[config.mk]
export PLATFORM = sky130hd
export DESIGN_NAME = hpt_skid
export DESIGN_NICKNAME = d
export VERILOG_FILES = /design/src/hpt_pkg.sv /design/src/hpt_skid.sv
export SDC_FILE = /design/constraint.sdc
export NUM_CORES = 1
export LEC_CHECK = 0
export CORE_AREA = 10 10 139 141
export CTS_BUF_LIST = sky130_fd_sc_hd__clkbuf_4 sky130_fd_sc_hd__clkbuf_8 sky130_fd_sc_hd__clkbuf_16
export DETAILED_ROUTE_END_ITERATION = 10
export DIE_AREA = 0 0 149 151
export DONT_BUFFER_PORTS = 1
export MAX_ROUTING_LAYER = met4
export PLACE_DENSITY = 0.4
export SYNTH_ARGS = -nofsm -noshare
export SYNTH_HDL_FRONTEND = slang
export SYNTH_SLANG_ARGS = --single-unit
[constraint.sdc]
create_clock -name clk -period 14.8 [get_ports clk]
set_clock_uncertainty 0.05 [all_clocks]
set_input_delay 2.96 -clock clk [delete_from_list [all_inputs] [get_ports clk]]
set_output_delay 2.96 -clock clk [all_outputs]
set_load 0.01 [all_outputs]
[src/hpt_pkg.sv]
// hpt_pkg: widths, register indexes and shared types of the projective point transform
// used by every module of the block; depends on nothing

package hpt_pkg;

  localparam int FRAC_BITS_DEF = 16;

  localparam int COORD_W    = 32;
  localparam int PROD_W     = 2 * COORD_W;
  localparam int SUM_W      = PROD_W + 2;
  localparam int REM_W      = SUM_W;
  localparam int QBITS      = COORD_W + 1;
  localparam int CFG_IDX_W  = 4;
  localparam int CFG_DATA_W = 64;

  localparam logic [COORD_W-1:0] COORD_MAX = 32'h7FFF_FFFF;
  localparam logic [COORD_W-1:0] COORD_MIN = 32'h8000_0000;

  localparam logic [CFG_IDX_W-1:0] REG_SCALE_XX       = 4'd0;
  localparam logic [CFG_IDX_W-1:0] REG_SHEAR_YX       = 4'd1;
  localparam logic [CFG_IDX_W-1:0] REG_OFFSET_X       = 4'd2;
  localparam logic [CFG_IDX_W-1:0] REG_SHEAR_XY       = 4'd3;
  localparam logic [CFG_IDX_W-1:0] REG_SCALE_YY       = 4'd4;
  localparam logic [CFG_IDX_W-1:0] REG_OFFSET_Y       = 4'd5;
  localparam logic [CFG_IDX_W-1:0] REG_PROJECTIVE     = 4'd6;
  localparam logic [CFG_IDX_W-1:0] REG_WEIGHT_OFFSET  = 4'd7;

  typedef struct packed {
    logic [COORD_W-1:0] scale_xx;
    logic [COORD_W-1:0] shear_yx;
    logic [COORD_W-1:0] offset_x;
    logic [COORD_W-1:0] shear_xy;
    logic [COORD_W-1:0] scale_yy;
    logic [COORD_W-1:0] offset_y;
    logic [COORD_W-1:0] proj_x;
    logic [COORD_W-1:0] proj_y;
    logic [COORD_W-1:0] weight_offset;
  } cfg_t;

  typedef struct packed {
    logic [REM_W-1:0] rem_x;
    logic [REM_W-1:0] rem_y;
    logic [QBITS-1:0] low_x;
    logic [QBITS-1:0] low_y;
    logic [QBITS-1:0] q_x;
    logic [QBITS-1:0] q_y;
    logic [REM_W-1:0] den;
    logic             neg_x;
    logic             neg_y;
    logic             big_x;
    logic             big_y;
    logic             zero;
  } div_data_t;

  typedef struct packed {
    logic [COORD_W-1:0] result_x;
    logic [COORD_W-1:0] result_y;
    logic               zero_weight;
    logic               overflowed;
  } result_t;

endpackage

[src/hpt_skid.sv]
// hpt_skid: output register with a skid entry; its registered ready advances the pipeline
// depends on hpt_pkg

module hpt_skid (
  input  logic              clk,
  input  logic              rst,
  input  logic              in_valid,
  input  hpt_pkg::result_t  in_data,
  output logic              in_ready,
  output logic              out_valid,
  input  logic              out_ready,
  output hpt_pkg::result_t  out_data
);
  import hpt_pkg::*;

  result_t skid_data;
  logic    skid_valid;
  logic    take_in;

  assign in_ready = !skid_valid;
  assign take_in  = in_valid && !skid_valid;

  always_ff @(posedge clk) begin
    if (rst) begin
      out_valid  <= 1'b0;
      skid_valid <= 1'b0;
    end else if (!out_valid || out_ready) begin
      if (skid_valid) begin
        out_valid  <= 1'b1;
        skid_valid <= 1'b0;
      end else begin
        out_valid  <= take_in;
      end
    end else if (take_in) begin
      skid_valid <= 1'b1;
    end
  end

  always_ff @(posedge clk) begin
    if (!out_valid || out_ready) begin
      if (skid_valid) begin
        out_data <= skid_data;
      end else if (take_in) begin
        out_data <= in_data;
      end
    end else if (take_in) begin
      skid_data <= in_data;
    end
  end

endmodule

Word level (Yosys, flattened, before mapping)

Cells that the tools add are included.

Flip-flop bits (word level): 134
Bits in latches: 0
Memory bits (writable): 0
Bits in read-only memories: 0
Memories kept: 0

Add/sub/neg operators: 0
$mul: 0
Divide/modulo/power cells: 0
Magnitude comparators: 0
Equal/unequal tests: 0
Shifts and indexed selects: 0
Mux-type cells: 3
Bitwise logic cells: 1
Reductions and logical operators: 8

Operator list:

| operator            | number |
|---|---|
| 66-bit 2-to-1 mux   | 2 |
| 2-bit AND reduction | 2 |
| 1-bit zero test     | 2 |
| 2-bit nonzero test  | 1 |
| 2-bit OR reduction  | 1 |
| 1-bit logical AND   | 1 |
| 1-bit logical OR    | 1 |
| 1-bit 2-to-1 mux    | 1 |
| 1-bit NOT           | 1 |

Logic depth before layout (Yosys ltp)

Gate-level depths: netlist of the first run.

Word-level depth: 4
Depth in mapped cells: 4

Least setup slack after synthesis of the first run

Ideal clock, no wire load.

Path type: in2reg
From: in out_ready
To: reg skid_data[0] (netlist bit) (enable)
Data arrival time: 7.980 ns
Slack: 6.186 ns
Stages on the path: 2
Path through: nand2b_1 -> nor3b_1

Cells in the longest elaborated chain, start to end: 3

Ends and longest elaborated chain:

| element                       | line           | text |
|---|---|---|
| from (decl)                   | hpt_skid.sv:11 | `input logic out_ready,` |
| 1-bit logical OR              | hpt_skid.sv:40 | `if (!out_valid \|\| out_ready) begin` |
| 1-bit NOT (no line)           | n/a            |  |
| 2-bit AND reduction (no line) | n/a            |  |
| to (signal assigned)          | hpt_skid.sv:47 | `skid_data <= in_data;` |
| to (decl)                     | hpt_skid.sv:16 | `result_t skid_data;` |

Every way passes these cells.
A chain may end at the register's enable or synchronous reset.

Final worst setup path of the first run

From: reg skid_valid
To: out in_ready

Cells in the longest elaborated chain, start to end: 1

Ends and longest elaborated chain:

| element                | line           | text |
|---|---|---|
| from (decl)            | hpt_skid.sv:17 | `logic skid_valid;` |
| from (signal assigned) | hpt_skid.sv:26 | `skid_valid <= 1'b0;` |
| from (signal assigned) | hpt_skid.sv:30 | `skid_valid <= 1'b0;` |
| from (signal assigned) | hpt_skid.sv:35 | `skid_valid <= 1'b1;` |
| 1-bit zero test        | hpt_skid.sv:20 | `assign in_ready = !skid_valid;` |
| to (decl)              | hpt_skid.sv:9  | `output logic in_ready,` |

Every way passes these cells.

==> summary.txt, run 1 <==
Route
  – Drt initial violations: 103
  – Routed Wire Length: 9.80 mm
  – Mean number of vias per cell: 4.27
  – DR WL/cell: 21.2 µm
  – Detail Route Antenna Nets: 0
  – First-pass DRT Iterations: 6
  – # DRC: 0
  – Via Count: 1971

Synth
  – Syn Area/Cell: 22.7 µm²
  – XOR/XNOR share of the synthesized area: 0
  – Syn Nets: 285
  – Count of cell types in the netlist: 13
  – Main combinational cell family by area after synthesis: multiplexers
  – Post-synthesis compound-gate area fraction: 0.00103
  – Synth top area cells: edfxtp_1, mux2_2, mux2_4
  – Post-synthesis sequential area ratio: 0.822
  – Adder-cell share of the synthesized area: 0
  – Post-Syn Area: 4870 µm²
  – Yosys reg bits: 134
  – Yosys top cell area share: 0.813
  – Synthesis warning total: 0
  – Synth area leader: edfxtp_1
  – Synth Area in Simple Gates: 0.00591
  – Post-synthesis mux area share: 0.159
  – Synth Instances: 215

Clocking
  – CTS Hold Bufs: 0
  – CTS clock-pin slew for the worst setup and hold paths: 0.06 ns
  – H-tree Lvls: 4
  – CTS buffer count: 17
  – Clock Tree Buf Depth: 2
  – TritonCTS clock tree: built
  – Post-CTS sizing: 0
  – Sinks on Clock Net: 134
  – Root Buffer: clkbuf_16
  – Buffer count from post-CTS setup fixing: 0
  – Worst-skew pair later-pin latency: 0.41 ns

Layout
  – Commonest non-fill, non-tap cell in the layout: edfxtp_1
  – Finished Layout Cells: 462
  – Nets@finish: 299
  – Ant diodes: 0
  – Area Growth Syn to Fin: 15.8%
  – Share of layout cells above drive strength 1: 0.413
  – Fill cells: 1564
  – Most frequent cells in the layout: edfxtp_1, mux2_2, clkbuf_16, mux2_4

STA
  – Slew @ Worst Pin: 1.02 ns
  – Setup tns final: 0 ns
  – Fin. Hold Viols: 0
  – Final min period: 4.66 ns
  – Tcrit/Tclk final: 0.315
  – Slew HR: 0.319
  – Final Max Tran Viols: 0
  – FMAX: 215 MHz
  – RSZ-0062 raised after global routing: false
  – Setup Viol. Count Final: 0

Die
  – Die width: 149 µm
  – Die area: 22500 µm²
  – Starting Density: 0.296
  – Chip Height: 151 µm
  – Ports: 138
  – Core area: 16500 µm²
  – Std-Cell Rows: 47

Worst setup path
  – Maximum fanout along the worst path: 69
  – Crit-path cells: inv_1
  – WP data required: 11.79 ns
  – Crit path launch type: flop
  – Worst Setup Path Type: flop to primary output
  – Worst stage delay on the critical path: 1.02 ns
  – Worst path top cell family by delay: flip-flops
  – Critical path arrival: 1.65 ns
  – Critical path's slowest cell: dfxtp_4
  – Buf+Inv Stages, Crit Path: 1
  – CP endpoint kind: primary output

Hold path
  – Hold Path Class: flop to flop

Placed design
  – HPWL after DPL: 6.26 mm
  – Routability cong.: 0.653
  – Port-buffer cells: 0
  – Dpl cells: 430

GRT
  – Aggregate global routing overflow: 0
  – First-pass GRT wire length: 14.2 mm
  – Antenna violations before repair: 0
  – Pin count of the biggest net entering global routing: 70
  – Vias in the first global route: 2147
  – Gr usage total: 0.0906

Power and ir drop
  – Power consumption: 0.843 mW
  – Leakage: 1.81 nW
  – PD cells: 149 nW/µm²
  – Max VDD drop: 73.2 µV

Outcome
  – Status: finished, final reports clean

Job
  – MaxCap Viol Count: 0
-- final timing paths --
path                                         startpoint                     end  slack, ns  depth (start not counted)
worst min-delay path            skid_data[35]$_DFFE_PP_  out_data[35]$_DFFE_PP_       0.49                          1
worst max register to register  skid_valid$_SDFFE_PP0P_  out_data[20]$_DFFE_PP_      12.17                          3
worst min register to register  skid_data[35]$_DFFE_PP_  out_data[35]$_DFFE_PP_       0.49                          1
worst max-delay path            skid_valid$_SDFFE_PP0P_                in_ready      10.14                          1
-- metrics by stage --
stage,setup WS (ns),utilization,area (µm²),hold WS [ns]
floorplan,6.19,-,4870,0.473
global placement,10.30,0.311,5130,0.479
detailed placement,10.28,0.311,5130,0.480
CTS,10.03,0.343,5650,0.498
global route,9.97,0.343,5650,0.502
finish,10.14,0.343,5650,0.491
-- sequential cells by signal, summed over array words and instances, names as in the netlist --
register / cells
out_data: 66
skid_data: 66
out_valid: 1
skid_valid: 1
-- per-layer routing --
metal | GRT usage | wire length [µm]
met1 | 0.101 | 4050
met2 | 0.118 | 4300
met4 | 0.0442 | 121
met3 | 0.0644 | 1330
met5 | - | 0
-- cell families (layout without fill, tap and decap cells) --
| group | Yosys count | count (layout) |
|---|---|---|
| muxes | 66 | 66 |
| DFF | 134 | 134 |
| buffers and inverters | 9 | 36 |
| and+or+nand+nor | 5 | 5 |
| AOI/OAI and AO/OA | 1 | 1 |
-- Yosys cell counts --
master,n
a21oi_1,1
buf_2,5
buf_6,3
dfxtp_1,2
edfxtp_1,132
inv_1,1
mux2_2,58
mux2_4,8
nand2b_1,1
nor2_1,1
nor2b_1,1
nor3_1,1
nor3b_1,1
-- area by class of cell --
class | instances | area, µm² | share of cell area
Tap cell | 220 | 275 | 0.0488
Sequential cell | 134 | 4010 | 0.710
Clock buffer | 21 | 455 | 0.0807
Multi-Input combinational cell | 72 | 820 | 0.145
Inverter | 1 | 3.75 | 0.000665
Clock inverter | 11 | 61.3 | 0.0109
Timing Repair Buffer | 3 | 22.5 | 0.00399
-- where the power goes --
part | leakage [nW] | switching (mW) | total, mW | internal (mW)
Sequential | 1.26 | 0.0150 | 0.454 | 0.439
Clock | 0.250 | 0.150 | 0.368 | 0.218
Combinational | 0.298 | 0.0109 | 0.0216 | 0.0107
Total | 1.81 | 0.176 | 0.843 | 0.668
Note: power is estimated with default switching activity, not from simulation.
==> run 2: changes to the inputs <==
--- a/config.mk
+++ b/config.mk
@@ -5,6 +5,7 @@
 export SDC_FILE = /design/constraint.sdc
 export NUM_CORES = 1
 export LEC_CHECK = 0
+export ABC_AREA = 1
 export CORE_AREA = 10 10 139 141
 export CTS_BUF_LIST = sky130_fd_sc_hd__clkbuf_4 sky130_fd_sc_hd__clkbuf_8 sky130_fd_sc_hd__clkbuf_16
 export DETAILED_ROUTE_END_ITERATION = 10
==> constraint.sdc (replaced) <==
create_clock -name clk -period 4.44 [get_ports clk]
set_clock_uncertainty 0.05 [all_clocks]
set_input_delay 0.888 -clock clk [delete_from_list [all_inputs] [get_ports clk]]
set_output_delay 0.888 -clock clk [all_outputs]
set_load 0.01 [all_outputs]
==> summary.txt, run 2 <==
GRT
  – Pin count of the biggest net entering global routing: 70 (unchanged)
  – Aggregate global routing overflow: 0 (unchanged)
  – Gr usage total: 0.102 (+0.0114)
  – Vias in the first global route: 2589 (+21%)
  – First-pass GRT wire length: 16.4 mm (+15%)
  – Antenna violations before repair: 0 (unchanged)

Power and ir drop
  – Power consumption: 3.10 mW (+270%)
  – Clock power share: 0.483 (+0.047)
  – Comb pwr share: 0.026 (about the same)
  – Switching pwr: 0.607 mW (+250%)
  – Max VDD drop: 236 µV (+220%)
  – PD cells: 537 nW/µm² (+260%)
  – Leakage: 2.18 nW (+20%)
  – Sw frac: 0.196 (-0.0120)
  – Cell Int Power: 2.49 mW (+270%)
  – Sequential Power Share: 0.491 (-0.048)

Hold path
  – Hold Path End: out_data[27]$_DFFE_PP_
  – Hold_sp: skid_data[27]$_DFFE_PP_
  – Hold Path Class: flop to flop
  – Hold path depth: 2 (+1)

Synth
  – Post-synth top flop: edfxtp_1
  – Post-Syn Area: 4900 µm² (+0.51%)
  – Top-count cell post-synth: nand2_1
  – Async SR Flop Fraction: 0 (unchanged)
  – Top cells by instance count after synthesis: nand2_1, edfxtp_1, buf_2
  – Synth area leader: edfxtp_1
  – Syn Area/Cell: 13.7 µm² (-40%)
  – Synthesis warning total: 0 (unchanged)
  – Syn Nets: 428 (+50%)
  – Yosys reg bits: 134 (unchanged)
  – Synth top area cells: edfxtp_1, nand2_1, buf_6
  – Post-synth EDFFs: 132 (unchanged)
  – Yosys top cell area share: 0.809 (-0.00416)
  – Post-synthesis sequential area ratio: 0.817 (-0.00420)
  – Synth Instances: 358 (+67%)
  – Count of cell types in the netlist: 13 (unchanged)

Die
  – Die area: 22500 µm² (unchanged)
  – Ports: 138 (unchanged)
  – Starting Density: 0.297 (+0.00152)
  – Chip Height: 151 µm (unchanged)
  – Std-Cell Rows: 47 (unchanged)
  – Die width: 149 µm (unchanged)
  – Core area: 16500 µm² (unchanged)

Placed design
  – Post-Place Setup Slack: 1.90 ns (-8.38 ns)
  – Port-buffer cells: 0 (unchanged)
  – Dpl cells: 568 (+32%)
  – Placed Area: 5140 µm² (+0.20%)
  – HPWL after DPL: 6.89 mm (+10%)
  – Routability cong.: 0.655 (+0.28%)

Clocking
  – Buffer count from post-CTS setup fixing: 0 (unchanged)
  – Clock Tree Buf Depth: 2 (unchanged)
  – CTS Hold Bufs: 0 (unchanged)
  – Post-CTS sizing: 0 (unchanged)
  – H-tree Lvls: 4 (unchanged)
  – CTS clock-pin slew for the worst setup and hold paths: 0.06 ns (about the same)
  – Sinks on Clock Net: 134 (unchanged)
  – TritonCTS clock tree: built
  – Root Buffer: clkbuf_16
  – CTS buffer count: 17 (unchanged)
  – Worst-skew pair later-pin latency: 0.41 ns (about the same)

Route
  – Drt initial violations: 125 (+21%)
  – First-pass DRT Iterations: 4 (-2)
  – Via Count: 2491 (+26%)
  – # DRC: 0 (unchanged)
  – Mean number of vias per cell: 4.17 (-2.4%)
  – Detail Route Antenna Nets: 0 (unchanged)
  – Routed Wire Length: 10.8 mm (+10%)
  – DR WL/cell: 18.0 µm (-15%)

STA
  – Slew @ Worst Pin: 0.789 ns (-0.233 ns)
  – Slew HR: 0.474 (+0.155)
  – Final Max Tran Viols: 0 (unchanged)
  – Setup tns final: 0 ns (unchanged)
  – Tcrit/Tclk final: 0.540
  – FMAX: 417 MHz
  – Final WS setup: 2.04 ns (-8.10 ns)
  – Hold_ws: 0.462 ns (-0.0296 ns)
  – Final min period: 2.40 ns
  – Fin. Hold Viols: 0 (unchanged)
  – Setup Viol. Count Final: 0 (unchanged)
  – RSZ-0062 raised after global routing: false

Outcome
  – Status: finished, final reports clean

Layout
  – Share of layout cells above drive strength 1: 0.0979 (-0.315)
  – Nets@finish: 437 (+46%)
  – Final cell utilization of the core: 0.350 (+0.00707)
  – Area Growth Syn to Fin: 17.6%
  – Post-route cell area: 5760 µm² (+2.1%)
  – Ant diodes: 0 (unchanged)
  – Fill cells: 1637 (+4.7%)
  – Finished Layout Cells: 598 (+29%)
  – Registers with the most flip-flops: out_data x66, skid_data x66
  – Most frequent cells in the layout: nand2_1, edfxtp_1, clkbuf_16, bufinv_16, buf_4
  – Commonest non-fill, non-tap cell in the layout: nand2_1

Worst setup path
  – Worst Setup Path Type: flop to primary output
  – Crit-path cells: buf_4 -> inv_2
  – Crit path launch type: flop
  – CP endpoint kind: primary output
  – Critical path arrival: 1.46 ns (-0.19 ns)
  – FF-to-FF setup slack: 2.34 ns (-9.83 ns)
  – Reg2reg end: skid_data[52]$_DFFE_PP_
  – R2r startpoint: skid_valid$_SDFFE_PP0P_
  – Worst Reg2Reg Path Length in Cells: 3 (unchanged)
  – Maximum fanout along the worst path: 69 (unchanged)
  – Critical path's slowest cell: buf_4
  – WP data required: 3.50 ns (-8.29 ns)
  – Worst stage delay on the critical path: 0.59 ns (-0.43 ns)

Job
  – MaxCap Viol Count: 0 (unchanged)
run 2: cell types whose count changed in the layout (fill, tap and decap cells not counted), moves of 5 or more:
cell,change
mux2_4,-8
bufinv_16,+5
mux2_2,-58
nand2_1,+199
run 2: routing by layer:
layer / GRT usage / vias to the layer above / routed length, µm
li1: - / 1224 / -
met1: 0.115 / 1164 / 4630
met2: 0.151 / 91 / 5040
met3: 0.0570 / 12 / 973
met4: 0.0353 / 0 / 137
met5: - / - / 0
run 2: power by group through the flow:
stage | Combinational (mW) | Clock (mW) | Sequential [mW]
after floorplan | 0.0606 | 0 | 1.54
after global placement | 0.0835 | 0 | 1.55
after detailed placement | 0.0850 | 0 | 1.55
after CTS | 0.0851 | 1.54 | 1.52
after global routing | 0.0968 | 1.59 | 1.53
final | 0.0812 | 1.49 | 1.52
run 2: cell families (layout without fill, tap and decap cells):
group | count (synthesis) | count (layout) | synth area share
simple gates | 204 | 204 | 0.157
compound gates | 2 | 2 | 0.00204
flops | 134 | 134 | 0.817
buf+inv | 18 | 38 | 0.0238
run 2: area by class of cell:
class	count	area, µm²	share of cell area
clock inverter	11	183	0.0317
sequential	134	4010	0.695
tap	220	275	0.0478
inverter	3	11.3	0.00195
clock buffer	19	440	0.0764
timing repair buffer	5	50.0	0.00869
multi-input combinational	206	797	0.138
run 2: worst max-delay path: cells and delay by family, from the launching register on:
kind | cells | cell delay, ns
DFF | 1 | 0.32
buffers and inverters | 2 | 0.72
run 2: how the worst max path moves through the flow:
stage,startpoint,to,slack (ns),cells past startpoint
floorplan,out_ready,skid_data[0]$_DFFE_PP_,0.09,3
global placement,out_ready,skid_data[36]$_DFFE_PP_,1.88,4
detailed placement,out_ready,skid_data[35]$_DFFE_PP_,1.90,4
CTS,skid_valid$_SDFFE_PP0P_,in_ready,1.92,2
global route,skid_valid$_SDFFE_PP0P_,in_ready,1.88,2
finish,skid_valid$_SDFFE_PP0P_,in_ready,2.04,2
==> run 3: changes to the inputs <==
==> constraint.sdc (replaced) <==
create_clock -name clk -period 2.25 [get_ports clk]
set_clock_uncertainty 0.05 [all_clocks]
set_input_delay 0.45 -clock clk [delete_from_list [all_inputs] [get_ports clk]]
set_output_delay 0.45 -clock clk [all_outputs]
set_load 0.01 [all_outputs]
==> summary.txt, run 3 (synthesized netlist as in run 2, its figures left out) <==
Clocking
  – Clock Tree Buf Depth: 2 (unchanged)
  – Sinks on Clock Net: 134 (unchanged)
  – H-tree Lvls: 4 (unchanged)
  – Worst-skew pair later-pin latency: 0.40 ns (about the same)
  – CTS buffer count: 17 (unchanged)
  – Buffer count from post-CTS setup fixing: 0 (unchanged)
  – TritonCTS clock tree: built
  – Root Buffer: clkbuf_16
  – Post-CTS sizing: 0 (unchanged)
  – CTS clock-pin slew for the worst setup and hold paths: 0.06 ns (about the same)
  – CTS Hold Bufs: 0 (unchanged)

Worst setup path
  – R2r startpoint: out_valid$_SDFFE_PP0P_
  – CP endpoint kind: primary output
  – Worst Reg2Reg Path Length in Cells: 3 (unchanged)
  – Buf+Inv Stages, Crit Path: 1 (-1)
  – FF-to-FF setup slack: 0.69 ns (-1.65 ns)
  – Worst path top cell family by delay: flip-flops
  – Worst Setup Path Type: flop to primary output
  – Critical path's slowest cell: dfxtp_2
  – WP data required: 1.75 ns (-1.75 ns)
  – Crit-path cells: inv_2
  – Worst stage delay on the critical path: 0.35 ns (-0.24 ns)
  – Maximum fanout along the worst path: 17 (-75%)
  – Reg2reg end: skid_data[30]$_DFFE_PP_
  – Crit path launch type: flop
  – Critical path arrival: 1.07 ns (-0.39 ns)

STA
  – Slew HR: 0.740 (+0.266)
  – Setup tns final: 0 ns (unchanged)
  – Final WS setup: 0.683 ns (-1.36 ns)
  – Fin. Hold Viols: 0 (unchanged)
  – Final min period: 1.57 ns
  – Tcrit/Tclk final: 0.696
  – Slew @ Worst Pin: 0.390 ns (-0.399 ns)
  – Hold_ws: 0.0877 ns (-0.374 ns)
  – Final Max Tran Viols: 0 (unchanged)
  – Setup Viol. Count Final: 0 (unchanged)
  – RSZ-0062 raised after global routing: false
  – FMAX: 638 MHz

Power and ir drop
  – Leakage: 2.17 nW (-0.36%)
  – Power consumption: 5.87 mW (+89%)
  – Switching pwr: 1.18 mW (+94%)
  – Max VDD drop: 484 µV (+110%)
  – Sw frac: 0.201 (+0.00466)
  – Comb pwr share: 0.028 (+0.002)
  – Clock power share: 0.461 (-0.022)
  – Cell Int Power: 4.69 mW (+88%)
  – PD cells: 1020 nW/µm² (+90%)
  – Sequential Power Share: 0.512 (+0.021)

Die
  – Chip Height: 151 µm (unchanged)
  – Core area: 16500 µm² (unchanged)
  – Std-Cell Rows: 47 (unchanged)
  – Starting Density: 0.297 (unchanged)
  – Die width: 149 µm (unchanged)
  – Ports: 138 (unchanged)
  – Die area: 22500 µm² (unchanged)

Hold path
  – Hold_sp: in_data[21]
  – Hold path depth: 0 (-2)
  – Hold Path Class: input pin to flop
  – Hold Path End: skid_data[21]$_DFFE_PP_

GRT
  – Antenna violations before repair: 0 (unchanged)
  – Vias in the first global route: 2493 (-3.7%)
  – Met1 GRT Util: 0.107 (-0.00792)
  – Grt peak-use layer: met2
  – Pin count of the biggest net entering global routing: 67 (-4.3%)
  – Met2 GRT Util: 0.153 (+0.00245)
  – First-pass GRT wire length: 15.8 mm (-3.9%)
  – Gr usage total: 0.0986 (-0.00332)
  – Met3 GRT Util: 0.0424 (-0.0146)
  – Aggregate global routing overflow: 0 (unchanged)

Job
  – MaxCap Viol Count: 0 (unchanged)

Placed design
  – Post-Place Setup Slack: 0.636 ns (-1.26 ns)
  – Dpl cells: 569 (+0.18%)
  – Port-buffer cells: 0 (unchanged)
  – Placed Area: 5170 µm² (+0.63%)
  – Routability cong.: 0.707 (+8.0%)
  – HPWL after DPL: 7.01 mm (+1.8%)

Layout
  – Most frequent cells in the layout: nand2_1, edfxtp_1, clkbuf_16, clkinv_1
  – Finished Layout Cells: 601 (+0.50%)
  – Post-route cell area: 5750 µm² (-0.22%)
  – Nets@finish: 438 (+0.23%)
  – Share of layout cells above drive strength 1: 0.0945 (-0.00340)
  – Ant diodes: 0 (unchanged)
  – Final cell utilization of the core: 0.349 (-0.000760)
  – Commonest non-fill, non-tap cell in the layout: nand2_1
  – Registers with the most flip-flops: out_data x66, skid_data x66
  – Area Growth Syn to Fin: 17.4%

Outcome
  – Status: finished, final reports clean

Route
  – Detail Route Antenna Nets: 0 (unchanged)
  – Via Count: 2434 (-2.3%)
  – # DRC: 0 (unchanged)
  – DR WL/cell: 17.7 µm (-1.7%)
  – Routed Wire Length: 10.7 mm (-1.2%)
  – First-pass DRT Iterations: 4 (unchanged)
  – Mean number of vias per cell: 4.05 (-2.8%)
  – Drt initial violations: 117 (-6.4%)
-- run 3: cell types whose count changed in the layout (fill, tap and decap cells not counted), sizes merged --
cell	change
buf	+1
clkinv	+4
bufinv	-2
-- run 3: power by group through the flow --
stage	combinational, mW	sequential [mW]	clock (mW)
global route	0.191	3.01	2.91
detailed placement	0.171	3.06	0
finish	0.162	3.00	2.70
floorplan	0.122	3.03	0
CTS	0.170	3.01	2.80
global placement	0.167	3.06	0
-- run 3: area by class of cell --
class | count | area, µm²
inverter | 3 | 11.3
timing repair buffer | 6 | 82.6
sequential | 134 | 4010
fill | 1612 | 10700
clock buffer | 19 | 440
clock inverter | 13 | 138
multi-input combinational | 206 | 797
tap | 220 | 275
-- run 3: worst max-delay path by stage --
stage	from	endpoint	slack, ns	depth (start not counted)
6_report	skid_valid$_SDFFE_PP0P_	in_ready	0.68	1
3_3_place_gp	out_ready	skid_data[20]$_DFFE_PP_	0.66	4
4_1_cts	skid_valid$_SDFFE_PP0P_	in_ready	0.63	1
2_1_floorplan	skid_valid$_SDFFE_PP0P_	out_data[0]$_DFFE_PP_	0.05	4
3_5_place_dp	out_ready	skid_data[24]$_DFFE_PP_	0.64	4
5_1_grt	skid_valid$_SDFFE_PP0P_	in_ready	0.60	1
-- run 3: metal layers --
metal  vias up  part of all wire
li1       1227                 -
met1      1105              0.40
met2        90              0.50
met3        12             0.081
met4         0             0.019
met5         -                 0
